==> config.mk <==
export PLATFORM = sky130hd
export DESIGN_NAME = gcode_block_parser_top_flat
export DESIGN_NICKNAME = d
export VERILOG_FILES = /design/src/rtl/core/gbp_pkg.sv /design/src/rtl/core/gbp_if.sv /design/src/rtl/core/gbp_front.sv /design/src/rtl/core/gbp_fifo.sv /design/src/rtl/core/gbp_back.sv /design/src/rtl/core/gcode_block_parser_top.sv /design/src/flat_wrapper.sv
export SDC_FILE = /design/constraint.sdc
export NUM_CORES = 2
export LEC_CHECK = 0
export BUFFER_PORTS_ARGS = -buffer_cell sky130_fd_sc_hd__buf_4
export CORE_MARGIN = 8
export CORE_UTILIZATION = 50
export DETAILED_ROUTE_END_ITERATION = 8
export PLACE_DENSITY = 0.67
export SLEW_MARGIN = 20
export SYNTH_ARGS = -nofsm -noshare
export SYNTH_HDL_FRONTEND = slang
export SYNTH_SLANG_ARGS = --single-unit
==> constraint.sdc <==
create_clock -name clk -period 13.4 [get_ports clk]
set_input_delay 0.67 -clock clk [delete_from_list [all_inputs] [get_ports clk]]
set_output_delay 0.67 -clock clk [all_outputs]
set_load 0.02 [all_outputs]
==> src/rtl/core/gbp_pkg.sv <==
package gbp_pkg;

	localparam int ACC_W = 34;
	localparam int SCALE_W = 10;
	localparam int MAG_W = ACC_W + SCALE_W;

	localparam longint unsigned ACC_CAP_L = 64'h3_FFFF_FFFF;
	localparam logic [ACC_W-1:0] ACC_CAP = ACC_W'(ACC_CAP_L);
	// Largest accumulator value that still takes one more digit without clipping.
	localparam logic [ACC_W-1:0] ACC_ADD_MAX = ACC_W'((ACC_CAP_L - 64'd9) / 64'd10);

	localparam logic [13:0] INT_FIELD_MAX = 14'd16383;
	localparam logic [MAG_W-1:0] AXIS_POS_MAX = MAG_W'(64'h7FFF_FFFF);
	localparam logic [MAG_W-1:0] AXIS_NEG_LIM = MAG_W'(64'h8000_0000);
	localparam logic [31:0] AXIS_POS_SAT = 32'h7FFF_FFFF;
	localparam logic [31:0] AXIS_NEG_SAT = 32'h8000_0000;

	localparam logic [7:0] TERM_RESET = 8'd13;

	localparam logic [7:0] CH_SPACE = 8'h20;
	localparam logic [7:0] CH_MINUS = 8'h2D;
	localparam logic [7:0] CH_POINT = 8'h2E;
	localparam logic [7:0] CH_0 = 8'h30;
	localparam logic [7:0] CH_9 = 8'h39;
	localparam logic [7:0] CH_A = 8'h41;
	localparam logic [7:0] CH_F = 8'h46;
	localparam logic [7:0] CH_G = 8'h47;
	localparam logic [7:0] CH_L = 8'h4C;
	localparam logic [7:0] CH_M = 8'h4D;
	localparam logic [7:0] CH_N = 8'h4E;
	localparam logic [7:0] CH_U = 8'h55;
	localparam logic [7:0] CH_V = 8'h56;
	localparam logic [7:0] CH_W = 8'h57;

	localparam logic [1:0] CL_NONE = 2'd0;
	localparam logic [1:0] CL_G = 2'd1;
	localparam logic [1:0] CL_M = 2'd2;

	localparam int QUEUE_DEPTH = 4;
	localparam int QPTR_W = $clog2(QUEUE_DEPTH);
	localparam int QCNT_W = $clog2(QUEUE_DEPTH + 1);

	typedef enum logic [3:0] {
		K_NONE = 4'd0,
		K_N    = 4'd1,
		K_G    = 4'd2,
		K_M    = 4'd3,
		K_F    = 4'd4,
		K_L    = 4'd5,
		K_W    = 4'd6,
		K_U    = 4'd7,
		K_V    = 4'd8,
		K_A    = 4'd9
	} kind_t;

	// One finished word and/or end of line, passed from front to back.
	typedef struct packed {
		kind_t            kind;
		logic [ACC_W-1:0] acc;
		logic             neg;
		logic [1:0]       fd;
		logic             emit;
	} word_ev_t;

	typedef struct packed {
		logic [13:0]        block_number;
		logic [1:0]         code_letter;
		logic [6:0]         code_number;
		logic [13:0]        feed_value;
		logic [13:0]        repeat_count;
		logic signed [31:0] x_milli;
		logic signed [31:0] y_milli;
		logic signed [31:0] z_milli;
		logic signed [31:0] a_milli;
	} block_t;

	localparam block_t BLOCK_CLEAR = '{
		block_number: 14'd0,
		code_letter:  CL_NONE,
		code_number:  7'd0,
		feed_value:   14'd0,
		repeat_count: 14'd1,
		x_milli:      32'sd0,
		y_milli:      32'sd0,
		z_milli:      32'sd0,
		a_milli:      32'sd0
	};

	function automatic kind_t kind_of(input logic [7:0] c);
		kind_t k;
		unique case (c)
			CH_N: k = K_N;
			CH_G: k = K_G;
			CH_M: k = K_M;
			CH_F: k = K_F;
			CH_L: k = K_L;
			CH_W: k = K_W;
			CH_U: k = K_U;
			CH_V: k = K_V;
			CH_A: k = K_A;
			default: k = K_NONE;
		endcase
		return k;
	endfunction

	function automatic logic is_axis(input kind_t k);
		return (k == K_W) || (k == K_U) || (k == K_V) || (k == K_A);
	endfunction

	// Scale that brings an axis value with fd fraction digits to thousandths.
	function automatic logic [SCALE_W-1:0] pow10_of(input logic [1:0] fd);
		logic [SCALE_W-1:0] s;
		case (fd)
			2'd0: s = SCALE_W'(1000);
			2'd1: s = SCALE_W'(100);
			2'd2: s = SCALE_W'(10);
			default: s = SCALE_W'(1);
		endcase
		return s;
	endfunction

endpackage

==> src/rtl/core/gbp_if.sv <==
interface gbp_char_if;
	logic       valid;
	logic       ready;
	logic [7:0] char_in;

	modport source (output valid, output char_in, input ready);
	modport sink (input valid, input char_in, output ready);
endinterface

interface gbp_block_if;
	logic            valid;
	logic            ready;
	gbp_pkg::block_t data;

	modport source (output valid, output data, input ready);
	modport sink (input valid, input data, output ready);
endinterface

==> src/rtl/core/gbp_front.sv <==
module gbp_front #(
	parameter int AXIS_WORD_CHARS = 15,
	parameter int INT_WORD_DIGITS = 4
) (
	input  logic              clk,
	input  logic              arst_n,
	input  logic              cfg_we,
	input  logic [7:0]        cfg_wdata,
	gbp_char_if.sink          char_ch,
	output logic              push,
	output gbp_pkg::word_ev_t push_ev,
	input  logic              full
);
	import gbp_pkg::*;

	localparam int MAX_LIM = (AXIS_WORD_CHARS > INT_WORD_DIGITS) ? AXIS_WORD_CHARS
		: INT_WORD_DIGITS;
	localparam int CNT_W = $clog2(MAX_LIM + 1);
	localparam logic [CNT_W-1:0] LIM_AXIS = CNT_W'(AXIS_WORD_CHARS);
	localparam logic [CNT_W-1:0] LIM_INT = CNT_W'(INT_WORD_DIGITS);
	localparam logic [CNT_W-1:0] LIM_CODE = CNT_W'(2);

	logic [7:0]       term_q;
	kind_t            kind_q, kind_d;
	logic [CNT_W-1:0] count_q, count_d;
	logic [ACC_W-1:0] acc_q, acc_d;
	logic             neg_q, neg_d;
	logic             point_q, point_d;
	logic [1:0]       fd_q, fd_d;
	logic             started_q, started_d;
	logic             ended_q, ended_d;

	logic [7:0]       c;
	logic             take;
	logic             is_term;
	logic             digit;
	logic [ACC_W-1:0] acc_add;
	logic             early;
	logic [CNT_W-1:0] limit;
	logic [CNT_W-1:0] count_inc;

	logic [ACC_W-1:0] f_acc;
	logic             f_neg, f_point, f_started, f_ended;
	logic [1:0]       f_fd;

	assign c = char_ch.char_in;
	assign char_ch.ready = !full;
	assign take = char_ch.valid && char_ch.ready;
	assign is_term = (c == term_q);
	assign digit = (c >= CH_0) && (c <= CH_9);
	assign count_inc = count_q + CNT_W'(1);

	// Multiply by ten and add, clipping at the accumulator cap.
	assign acc_add = (acc_q > ACC_ADD_MAX) ? ACC_CAP
		: (acc_q << 3) + (acc_q << 1) + ACC_W'(c[3:0]);

	always_comb begin
		case (kind_q) inside
			K_F: early = (c == CH_SPACE) || (c == CH_N) || (c == CH_L);
			K_L: early = (c == CH_SPACE) || (c == CH_N) || (c == CH_F);
			K_W, K_U, K_V, K_A: early = (c == CH_SPACE) || (c == CH_N);
			default: early = 1'b0;
		endcase
	end

	always_comb begin
		case (kind_q) inside
			K_G, K_M: limit = LIM_CODE;
			K_W, K_U, K_V, K_A: limit = LIM_AXIS;
			default: limit = LIM_INT;
		endcase
	end

	// Effect of one character on the open word.
	always_comb begin
		f_acc = acc_q;
		f_neg = neg_q;
		f_point = point_q;
		f_fd = fd_q;
		f_started = started_q;
		f_ended = ended_q;
		unique case (kind_q) inside
			K_N, K_G, K_M: begin
				if (!ended_q && !((c == CH_SPACE) && !started_q)) begin
					if (digit) begin
						f_started = 1'b1;
						f_acc = acc_add;
					end else begin
						f_ended = 1'b1;
					end
				end
			end
			K_F, K_L: begin
				if (digit) f_acc = acc_add;
			end
			K_W, K_U, K_V, K_A: begin
				if (!ended_q) begin
					if (c == CH_MINUS) begin
						if (started_q) begin
							f_ended = 1'b1;
						end else begin
							f_started = 1'b1;
							f_neg = 1'b1;
						end
					end else if (c == CH_POINT) begin
						if (point_q) begin
							f_ended = 1'b1;
						end else begin
							f_point = 1'b1;
							f_started = 1'b1;
						end
					end else if (digit) begin
						f_started = 1'b1;
						if (!point_q) begin
							f_acc = acc_add;
						end else if (fd_q != 2'd3) begin
							f_acc = acc_add;
							f_fd = fd_q + 2'd1;
						end
					end
				end
			end
			default: ;
		endcase
	end

	always_comb begin
		logic clr;
		clr = 1'b0;
		kind_d = kind_q;
		count_d = count_q;
		acc_d = acc_q;
		neg_d = neg_q;
		point_d = point_q;
		fd_d = fd_q;
		started_d = started_q;
		ended_d = ended_q;
		push = 1'b0;
		push_ev = '{kind: kind_q, acc: acc_q, neg: neg_q, fd: fd_q, emit: 1'b0};
		if (take) begin
			if (is_term) begin
				push = 1'b1;
				push_ev.emit = 1'b1;
				clr = 1'b1;
			end else if ((kind_q != K_NONE) && !early) begin
				if (count_inc >= limit) begin
					push = 1'b1;
					push_ev.acc = f_acc;
					push_ev.neg = f_neg;
					push_ev.fd = f_fd;
					clr = 1'b1;
				end else begin
					count_d = count_inc;
					acc_d = f_acc;
					neg_d = f_neg;
					point_d = f_point;
					fd_d = f_fd;
					started_d = f_started;
					ended_d = f_ended;
				end
			end else begin
				push = (kind_q != K_NONE);
				clr = 1'b1;
			end
		end
		if (clr) begin
			kind_d = K_NONE;
			count_d = '0;
			acc_d = '0;
			neg_d = 1'b0;
			point_d = 1'b0;
			fd_d = 2'd0;
			started_d = 1'b0;
			ended_d = 1'b0;
		end
		// A character that neither ends the line nor feeds a word may open one.
		if (take && !is_term && !((kind_q != K_NONE) && !early)) begin
			kind_d = kind_of(c);
		end
	end

	always_ff @(posedge clk or negedge arst_n) begin
		if (!arst_n) begin
			term_q <= TERM_RESET;
			kind_q <= K_NONE;
			count_q <= '0;
			acc_q <= '0;
			neg_q <= 1'b0;
			point_q <= 1'b0;
			fd_q <= 2'd0;
			started_q <= 1'b0;
			ended_q <= 1'b0;
		end else begin
			if (cfg_we) term_q <= cfg_wdata;
			kind_q <= kind_d;
			count_q <= count_d;
			acc_q <= acc_d;
			neg_q <= neg_d;
			point_q <= point_d;
			fd_q <= fd_d;
			started_q <= started_d;
			ended_q <= ended_d;
		end
	end

	a_idle_count: assert property (@(posedge clk) disable iff (!arst_n)
		(kind_q == K_NONE) |-> (count_q == '0 && acc_q == '0))
		else $error("front: idle word holds stale count or value");

endmodule

==> src/rtl/core/gbp_fifo.sv <==
module gbp_fifo (
	input  logic              clk,
	input  logic              arst_n,
	input  logic              push,
	input  gbp_pkg::word_ev_t push_ev,
	output logic              full,
	input  logic              pop,
	output logic              rd_valid,
	output gbp_pkg::word_ev_t rd_ev
);
	import gbp_pkg::*;

	word_ev_t          mem_q [QUEUE_DEPTH];
	logic [QPTR_W-1:0] wr_ptr_q, rd_ptr_q;
	logic [QCNT_W-1:0] count_q;

	assign full = (count_q == QCNT_W'(QUEUE_DEPTH));
	assign rd_valid = (count_q != '0);
	assign rd_ev = mem_q[rd_ptr_q];

	always_ff @(posedge clk) begin
		if (push) mem_q[wr_ptr_q] <= push_ev;
	end

	always_ff @(posedge clk or negedge arst_n) begin
		if (!arst_n) begin
			wr_ptr_q <= '0;
			rd_ptr_q <= '0;
			count_q <= '0;
		end else begin
			if (push) wr_ptr_q <= QPTR_W'((32'(wr_ptr_q) + 1) % QUEUE_DEPTH);
			if (pop) rd_ptr_q <= QPTR_W'((32'(rd_ptr_q) + 1) % QUEUE_DEPTH);
			case ({push, pop})
				2'b10: count_q <= count_q + QCNT_W'(1);
				2'b01: count_q <= count_q - QCNT_W'(1);
				default: ;
			endcase
		end
	end

	a_no_overrun: assert property (@(posedge clk) disable iff (!arst_n)
		!(push && full))
		else $error("fifo: push into full queue");

	a_no_underrun: assert property (@(posedge clk) disable iff (!arst_n)
		pop |-> rd_valid)
		else $error("fifo: pop from empty queue");

	a_count_range: assert property (@(posedge clk) disable iff (!arst_n)
		count_q <= QCNT_W'(QUEUE_DEPTH))
		else $error("fifo: occupancy out of range");

endmodule

==> src/rtl/core/gbp_back.sv <==
module gbp_back (
	input  logic              clk,
	input  logic              arst_n,
	input  logic              q_valid,
	input  gbp_pkg::word_ev_t q_ev,
	output logic              q_pop,
	gbp_block_if.source       block_ch
);
	import gbp_pkg::*;

	logic               valid_s1;
	kind_t              kind_s1;
	logic               neg_s1;
	logic               emit_s1;
	logic [MAG_W-1:0]   mag_s1;

	block_t             fields_q;
	block_t             out_q;
	logic               out_valid_q;

	logic [SCALE_W-1:0] scale;
	logic [MAG_W-1:0]   prod;
	logic               apply;
	logic [13:0]        int_sat;
	logic [31:0]        axis_val;
	block_t             merged;

	assign scale = is_axis(q_ev.kind) ? pow10_of(q_ev.fd) : SCALE_W'(1);
	assign prod = MAG_W'(q_ev.acc) * MAG_W'(scale);

	// Retire the word in stage 1 unless it closes a line and the output is still held.
	assign apply = valid_s1 && (!emit_s1 || !out_valid_q || block_ch.ready);
	assign q_pop = q_valid && (!valid_s1 || apply);

	assign int_sat = (mag_s1 > MAG_W'(INT_FIELD_MAX)) ? INT_FIELD_MAX : mag_s1[13:0];

	always_comb begin
		if (neg_s1) begin
			axis_val = (mag_s1 >= AXIS_NEG_LIM) ? AXIS_NEG_SAT : (32'd0 - mag_s1[31:0]);
		end else begin
			axis_val = (mag_s1 > AXIS_POS_MAX) ? AXIS_POS_SAT : mag_s1[31:0];
		end
	end

	always_comb begin
		merged = fields_q;
		unique case (kind_s1)
			K_N: merged.block_number = int_sat;
			K_G: begin
				merged.code_letter = CL_G;
				merged.code_number = int_sat[6:0];
			end
			K_M: begin
				merged.code_letter = CL_M;
				merged.code_number = int_sat[6:0];
			end
			K_F: merged.feed_value = int_sat;
			K_L: merged.repeat_count = int_sat;
			K_W: merged.x_milli = axis_val;
			K_U: merged.y_milli = axis_val;
			K_V: merged.z_milli = axis_val;
			K_A: merged.a_milli = axis_val;
			default: ;
		endcase
	end

	always_ff @(posedge clk) begin
		if (q_pop) begin
			kind_s1 <= q_ev.kind;
			neg_s1 <= q_ev.neg;
			emit_s1 <= q_ev.emit;
			mag_s1 <= prod;
		end
		if (apply && emit_s1) out_q <= merged;
	end

	always_ff @(posedge clk or negedge arst_n) begin
		if (!arst_n) begin
			valid_s1 <= 1'b0;
			out_valid_q <= 1'b0;
			fields_q <= BLOCK_CLEAR;
		end else begin
			if (q_pop) begin
				valid_s1 <= 1'b1;
			end else if (apply) begin
				valid_s1 <= 1'b0;
			end
			if (apply && emit_s1) begin
				out_valid_q <= 1'b1;
			end else if (block_ch.ready) begin
				out_valid_q <= 1'b0;
			end
			if (apply) fields_q <= emit_s1 ? BLOCK_CLEAR : merged;
		end
	end

	assign block_ch.valid = out_valid_q;
	assign block_ch.data = out_q;

	a_emit_lands: assert property (@(posedge clk) disable iff (!arst_n)
		(apply && emit_s1) |=> out_valid_q)
		else $error("back: finished block not presented");

	a_no_clobber: assert property (@(posedge clk) disable iff (!arst_n)
		(out_valid_q && !block_ch.ready) |-> !(apply && emit_s1))
		else $error("back: pending block overwritten");

endmodule

==> src/rtl/core/gcode_block_parser_top.sv <==
// A block is offered on block_ch once the transaction that carries its line terminator has
// passed the queue write, the scale multiply into stage 1 and the merge into the output reg.
// Throughput: one character per cycle while the four-entry word queue has room; the back
// retires one queue entry per cycle unless a finished block waits on a held block_ch.
// Reset (arst_n low): terminator returns to 13, no word open, queue empty, block fields
// cleared to zero with repeat count one, no block offered.
module gcode_block_parser_top #(
	parameter int AXIS_WORD_CHARS = 15,
	parameter int INT_WORD_DIGITS = 4
) (
	input  logic        clk,
	input  logic        arst_n,
	input  logic        cfg_we,
	input  logic [7:0]  cfg_wdata,
	gbp_char_if.sink    char_ch,
	gbp_block_if.source block_ch
);
	import gbp_pkg::*;

	// Front to queue: one entry per finished word or line end.
	logic     push;
	word_ev_t push_ev;
	logic     full;

	// Queue to back.
	logic     rd_valid;
	word_ev_t rd_ev;
	logic     pop;

	// Front: hold the terminator register, classify each character, accumulate the open
	// word's digits and push it on completion. A terminator pushes an entry that both
	// closes the open word (if any) and marks end of line.
	gbp_front #(
		.AXIS_WORD_CHARS (AXIS_WORD_CHARS),
		.INT_WORD_DIGITS (INT_WORD_DIGITS)
	) u_front (
		.clk       (clk),
		.arst_n    (arst_n),
		.cfg_we    (cfg_we),
		.cfg_wdata (cfg_wdata),
		.char_ch   (char_ch),
		.push      (push),
		.push_ev   (push_ev),
		.full      (full)
	);

	// Queue: decouple character intake from block output stalls.
	gbp_fifo u_fifo (
		.clk      (clk),
		.arst_n   (arst_n),
		.push     (push),
		.push_ev  (push_ev),
		.full     (full),
		.pop      (pop),
		.rd_valid (rd_valid),
		.rd_ev    (rd_ev)
	);

	// Back: scale axis values to thousandths, saturate, merge into the block, and on line
	// end load the output register and clear the block.
	gbp_back u_back (
		.clk      (clk),
		.arst_n   (arst_n),
		.q_valid  (rd_valid),
		.q_ev     (rd_ev),
		.q_pop    (pop),
		.block_ch (block_ch)
	);

endmodule

==> src/flat_wrapper.sv <==
// flat-port wrapper written by rule: the top's interface ports become plain ports
module gcode_block_parser_top_flat import gbp_pkg::*;
#(
	parameter int AXIS_WORD_CHARS = 15,
	parameter int INT_WORD_DIGITS = 4
)
  (clk, arst_n, cfg_we, cfg_wdata, char_ch_valid, char_ch_char_in, char_ch_ready, block_ch_valid, block_ch_data, block_ch_ready);
  gbp_char_if char_ch_i ();
  gbp_block_if block_ch_i ();
  input  logic clk;
  input  logic arst_n;
  input  logic cfg_we;
  input  logic [7:0] cfg_wdata;
  input wire logic [$bits(char_ch_i.valid)-1:0] char_ch_valid;
  input wire logic [$bits(char_ch_i.char_in)-1:0] char_ch_char_in;
  output wire logic [$bits(char_ch_i.ready)-1:0] char_ch_ready;
  output wire logic [$bits(block_ch_i.valid)-1:0] block_ch_valid;
  output wire logic [$bits(block_ch_i.data)-1:0] block_ch_data;
  input wire logic [$bits(block_ch_i.ready)-1:0] block_ch_ready;
  assign char_ch_i.valid = char_ch_valid;
  assign char_ch_i.char_in = char_ch_char_in;
  assign char_ch_ready = char_ch_i.ready;
  assign block_ch_valid = block_ch_i.valid;
  assign block_ch_data = block_ch_i.data;
  assign block_ch_i.ready = block_ch_ready;
  gcode_block_parser_top #(.AXIS_WORD_CHARS(AXIS_WORD_CHARS), .INT_WORD_DIGITS(INT_WORD_DIGITS)) u_core (.clk(clk), .arst_n(arst_n), .cfg_we(cfg_we), .cfg_wdata(cfg_wdata), .char_ch(char_ch_i), .block_ch(block_ch_i));
endmodule
==> run_results.csv <==
group,metric,value,unit
outcome,status,"completed",
routing,wirelength,90800,um
power_and_ir_drop,switching_share,40.5,%
cts,clock_sinks,641,
cts,cts_tree,"done",
cts,numCtsBuffers,71,
logic_synthesis,async_flop_share,38.1,%
final_layout,nets,4051,
grt,grt_pass1_wl,147000,um
worst_setup_path,critical-path-top-delay-family,"adder cells",
logic_synthesis,avgSynthCellArea,10.9,um^2
sta,setup_ws,4.92,ns
worst_setup_path,timing_worst_setup_path_type,"flop to flop",
placement,port_buffers,201,
floorplan,rows,101,
power_and_ir_drop,switching_power,3.81,mW
sta,drv_slew,0,
final_layout,drive_gt1_share,12.4,%
routing,wl_per_cell,19.4,um
logic_synthesis,synth.most_common_cell,"nand2_1",
logic_synthesis,ys_top_cells_by_area,"edfxtp_1, dfrtp_1, fa_1, ha_1, nand2_1",
grt,grt.total_usage,21.0,%
worst_setup_path,path_cells,"mux2_2 > o21a_1 > nor2_4 > nand2_1 > nand2_1 > o21ai_0 > ha_1 > or2_2 > fa_1 > fa_1 > fa_1 > inv_1 > fa_1 > inv_1 > ha_1 > nand4_1 > o211ai_1 > a21oi_1 > o41ai_1 > a211oi_1 > o21ai_0 > xor2_1",
cts,clk_latency,0.63,ns
logic_synthesis,ys_types,78,
floorplan,die_y,293,um
power_and_ir_drop,leakage,18.5,nW
power_and_ir_drop,p_int,5.61,mW
grt,grt_pass1_vias,26500,
logic_synthesis,synth_nets,3917,
sta,max_slew_margin,26.1,%
floorplan,initial_core_util,50.5,%
cts,post_cts_resize_count,0,
job,max-cap-violations,0,
grt,antenna_found_initial,0,
floorplan,die_w,293,um
worst_setup_path,slowest_stage,"nor2_4",
worst_setup_path,endpoint_kind,"flop",
logic_synthesis,synthCells,3506,
floorplan,io_pins,202,
logic_synthesis,ys_seq_area_share,47.1,%
logic_synthesis,synth_top_area_cell,"edfxtp_1",
sta,fin_crit,8.48,ns
worst_setup_path,crit_required,13.76,ns
routing,ant_nets,0,
placement,place_hpwl,64600,um
grt,grt_max_degree,89,
worst_setup_path,crit_fanout,37,
sta,max_freq,118,MHz
logic_synthesis,synth_seq_cells,641,
min_path,hp-class,"input port to flop",
power_and_ir_drop,vdd_ir_drop_max,0.000131,V
power_and_ir_drop,pwr-share-clk,19.9,%
logic_synthesis,netlist.area_leader.share,31.2,%
routing,drt-vias-per-instance,5.69,
sta,hold_violations,0,
final_layout,diodes,0,
sta,setup_tns,0,ns
sta,fin_crit_sh,63.3,%
worst_setup_path,cp_common_cell,"fa_1",
cts,htreeDepth,3,
placement,finalWeightedCongestion,0.875,
power_and_ir_drop,power_frac_seq,34.5,%
logic_synthesis,synth_edf_count,397,
floorplan,core-area,0.0758,mm^2
cts,postCtsSetupBuffers,0,
logic_synthesis,yosys_most_used_dff,"edfxtp_1",
cts,clk_pin_slew,0.06,ns
grt,grt_use_met2,33.8,%
power_and_ir_drop,power_frac_comb,45.6,%
grt,use_met1,30.1,%
routing,vias,26600,
sta,grt_setup_unrepaired,"no",
grt,grt.overflow.total,0,
worst_setup_path,cp.arrival,8.84,ns
routing,drc,0,
worst_setup_path,timing.critical_path.slowest_cell_delay,0.91,ns
routing,drt-pass1-iter-count,6,
final_layout,syn_to_final_growth,12.4,%
sta,fin_skew,0.0482,ns
logic_synthesis,yosysWarnings,0,
logic_synthesis,syn_area,0.0383,mm^2
placement,pre_cts_ws,4.67,ns
grt,grt_busiest_layer,"met2",
worst_setup_path,path_buf_inv,2,
sta,finalSetupViolCount,0,
cts,cts-root-buf,"clkbuf_16",
cts,clk_path_buf_depth,3,
logic_synthesis,synth_top_cells_by_count,"nand2_1, edfxtp_1, o21ai_0, inv_1, dfrtp_1",
worst_setup_path,cp-start-kind,"flop",
grt,use_met3,3.12,%
power_and_ir_drop,pwr_density_cell,219,mW/mm^2
sta,worst_pin_slew,1.11,ns
routing,dr.first_iter.drc_count,2199,
floorplan,die-area,0.0856,mm^2
[power groups by stage]
stage	clock, mW	combinational [mW]	sequential, mW
floorplan	0	2.72	3.58
global placement	0	4.25	3.28
detailed placement	0	4.30	3.29
CTS	1.92	4.31	3.26
global route	1.99	4.78	3.31
finish	1.88	4.29	3.25
[worst register-to-register path, delay by kind of cell, from the launching register on]
| kind | cells | cell delay [ns] |
|---|---|---|
| adders and majority gates | 6 | 2.70 |
| and+or+nand+nor | 5 | 1.79 |
| xor gates and xnor gates | 1 | 0.10 |
| AOI/OAI and AO/OA | 7 | 2.68 |
| buffers and inverters | 2 | 0.09 |
| DFF | 1 | 0.48 |
| muxes | 1 | 0.37 |
[cells in the final DEF (no fill, tap or decap), drive strengths merged, types with 7 or more instances in the layout]
master and instances:
nand2 577, edfxtp 397, o21ai 358, inv 258
dfrtp 240, buf 240, fa 202, ha 188
nor2 150, a21oi 129, clkbuf 99, a22o 89
xnor2 73, a21boi 59, and2 58, xor2 43
o221ai 42, mux4 41, a21o 34, nand3 32
clkinv 28, nor3 26, a31oi 24, or3 22
or2 22, mux2 20, o31ai 20, o21bai 18
nor2b 17, a221o 17, and3 15, nor4 15
nand4 13, a211oi 12, or4 11, o21a 10
nand2b 10, a221oi 9, o211ai 7, o311ai 7
[through the flow]
step | utilization [%] | power, mW | instances | hold WS (ns) | cell area [um^2]
floorplan | - | 6.30 | 3506 | 0.374 | 38300
global route | 56.7 | 10.1 | 4676 | 0.256 | 43000
global placement | 53.6 | 7.52 | 4543 | 0.461 | 40700
finish | 56.7 | 9.42 | 4676 | 0.278 | 43000
detailed placement | 53.6 | 7.59 | 4543 | 0.471 | 40700
CTS | 56.7 | 9.49 | 4675 | 0.240 | 43000
[cell families after synthesis]
kind of cell / Yosys count / share of synthesized area [%]
muxes: 64 / 3.08
AOI/OAI and AO/OA: 873 / 14.7
DFF: 641 / 47.1
adders and majority gates: 390 / 16.7
buffers and inverters: 437 / 4.32
xor gates and xnor gates: 116 / 2.66
and+or+nand+nor: 985 / 11.4
[final cells by class]
type,count,area (um^2)
flip-flops and latches,641,18000
clock inverters,32,345
fillers,6502,32800
inverters,257,965
multi-input cells,2428,18700
repair buffers,241,1840
clock buffers,99,1940
well taps,978,1220
[routing by layer]
layer | routed length (um) | vias to the layer above | share of wire, %
met4 | 2060 | 0 | 2.3
met1 | 41700 | 13000 | 46
met2 | 42100 | 767 | 46
met3 | 4900 | 125 | 5.4
met5 | 0 | - | 0
li1 | - | 12700 | -
[worst paths after layout]
kind	from	endpoint	slack (ns)	cells after the start
worst max-delay path	u_core.u_fifo.rd_ptr_q[0]	u_core.u_back.mag_s1[39]	4.92	22
worst min-delay path	cfg_wdata[2]	u_core.u_front.term_q[2]	0.28	2
worst max register to register	u_core.u_fifo.rd_ptr_q[0]	u_core.u_back.mag_s1[39]	4.92	22
worst min register to register	u_core.u_back.fields_q[151]	u_core.u_back.fields_q[151]	0.48	2
max in group asynchronous	arst_n	u_core.u_back.fields_q[125]	10.78	4
min in group asynchronous	arst_n	u_core.u_back.fields_q[75]	0.57	2
[sequential cells by signal (all words and copies together), names as in the netlist]
name,cells
u_core.u_back.block_ch.data,179
u_core.u_back.fields_q,179
u_core.u_fifo.mem_q,168
u_core.u_back.mag_s1,44
u_core.u_front.acc_q,34
u_core.u_front.term_q,8
u_core.u_back.kind_s1,4
u_core.u_front.count_q,4
u_core.u_front.kind_q,4
u_core.u_fifo.count_q,3
u_core.u_fifo.rd_ptr_q,2
u_core.u_fifo.wr_ptr_q,2
u_core.u_front.fd_q,2
u_core.u_back.block_ch.valid,1
u_core.u_back.emit_s1,1
u_core.u_back.neg_s1,1
u_core.u_back.valid_s1,1
u_core.u_front.ended_q,1
u_core.u_front.neg_q,1
u_core.u_front.point_q,1
u_core.u_front.started_q,1
[what timing repair did]
action | in CTS | in global routing
endpoints found under the hold margin | 15 | 0
setup endpoints to repair | 0 | 0
hold buffers | 1 | 0
No activity file was read; power rests on OpenSTA's default activity.
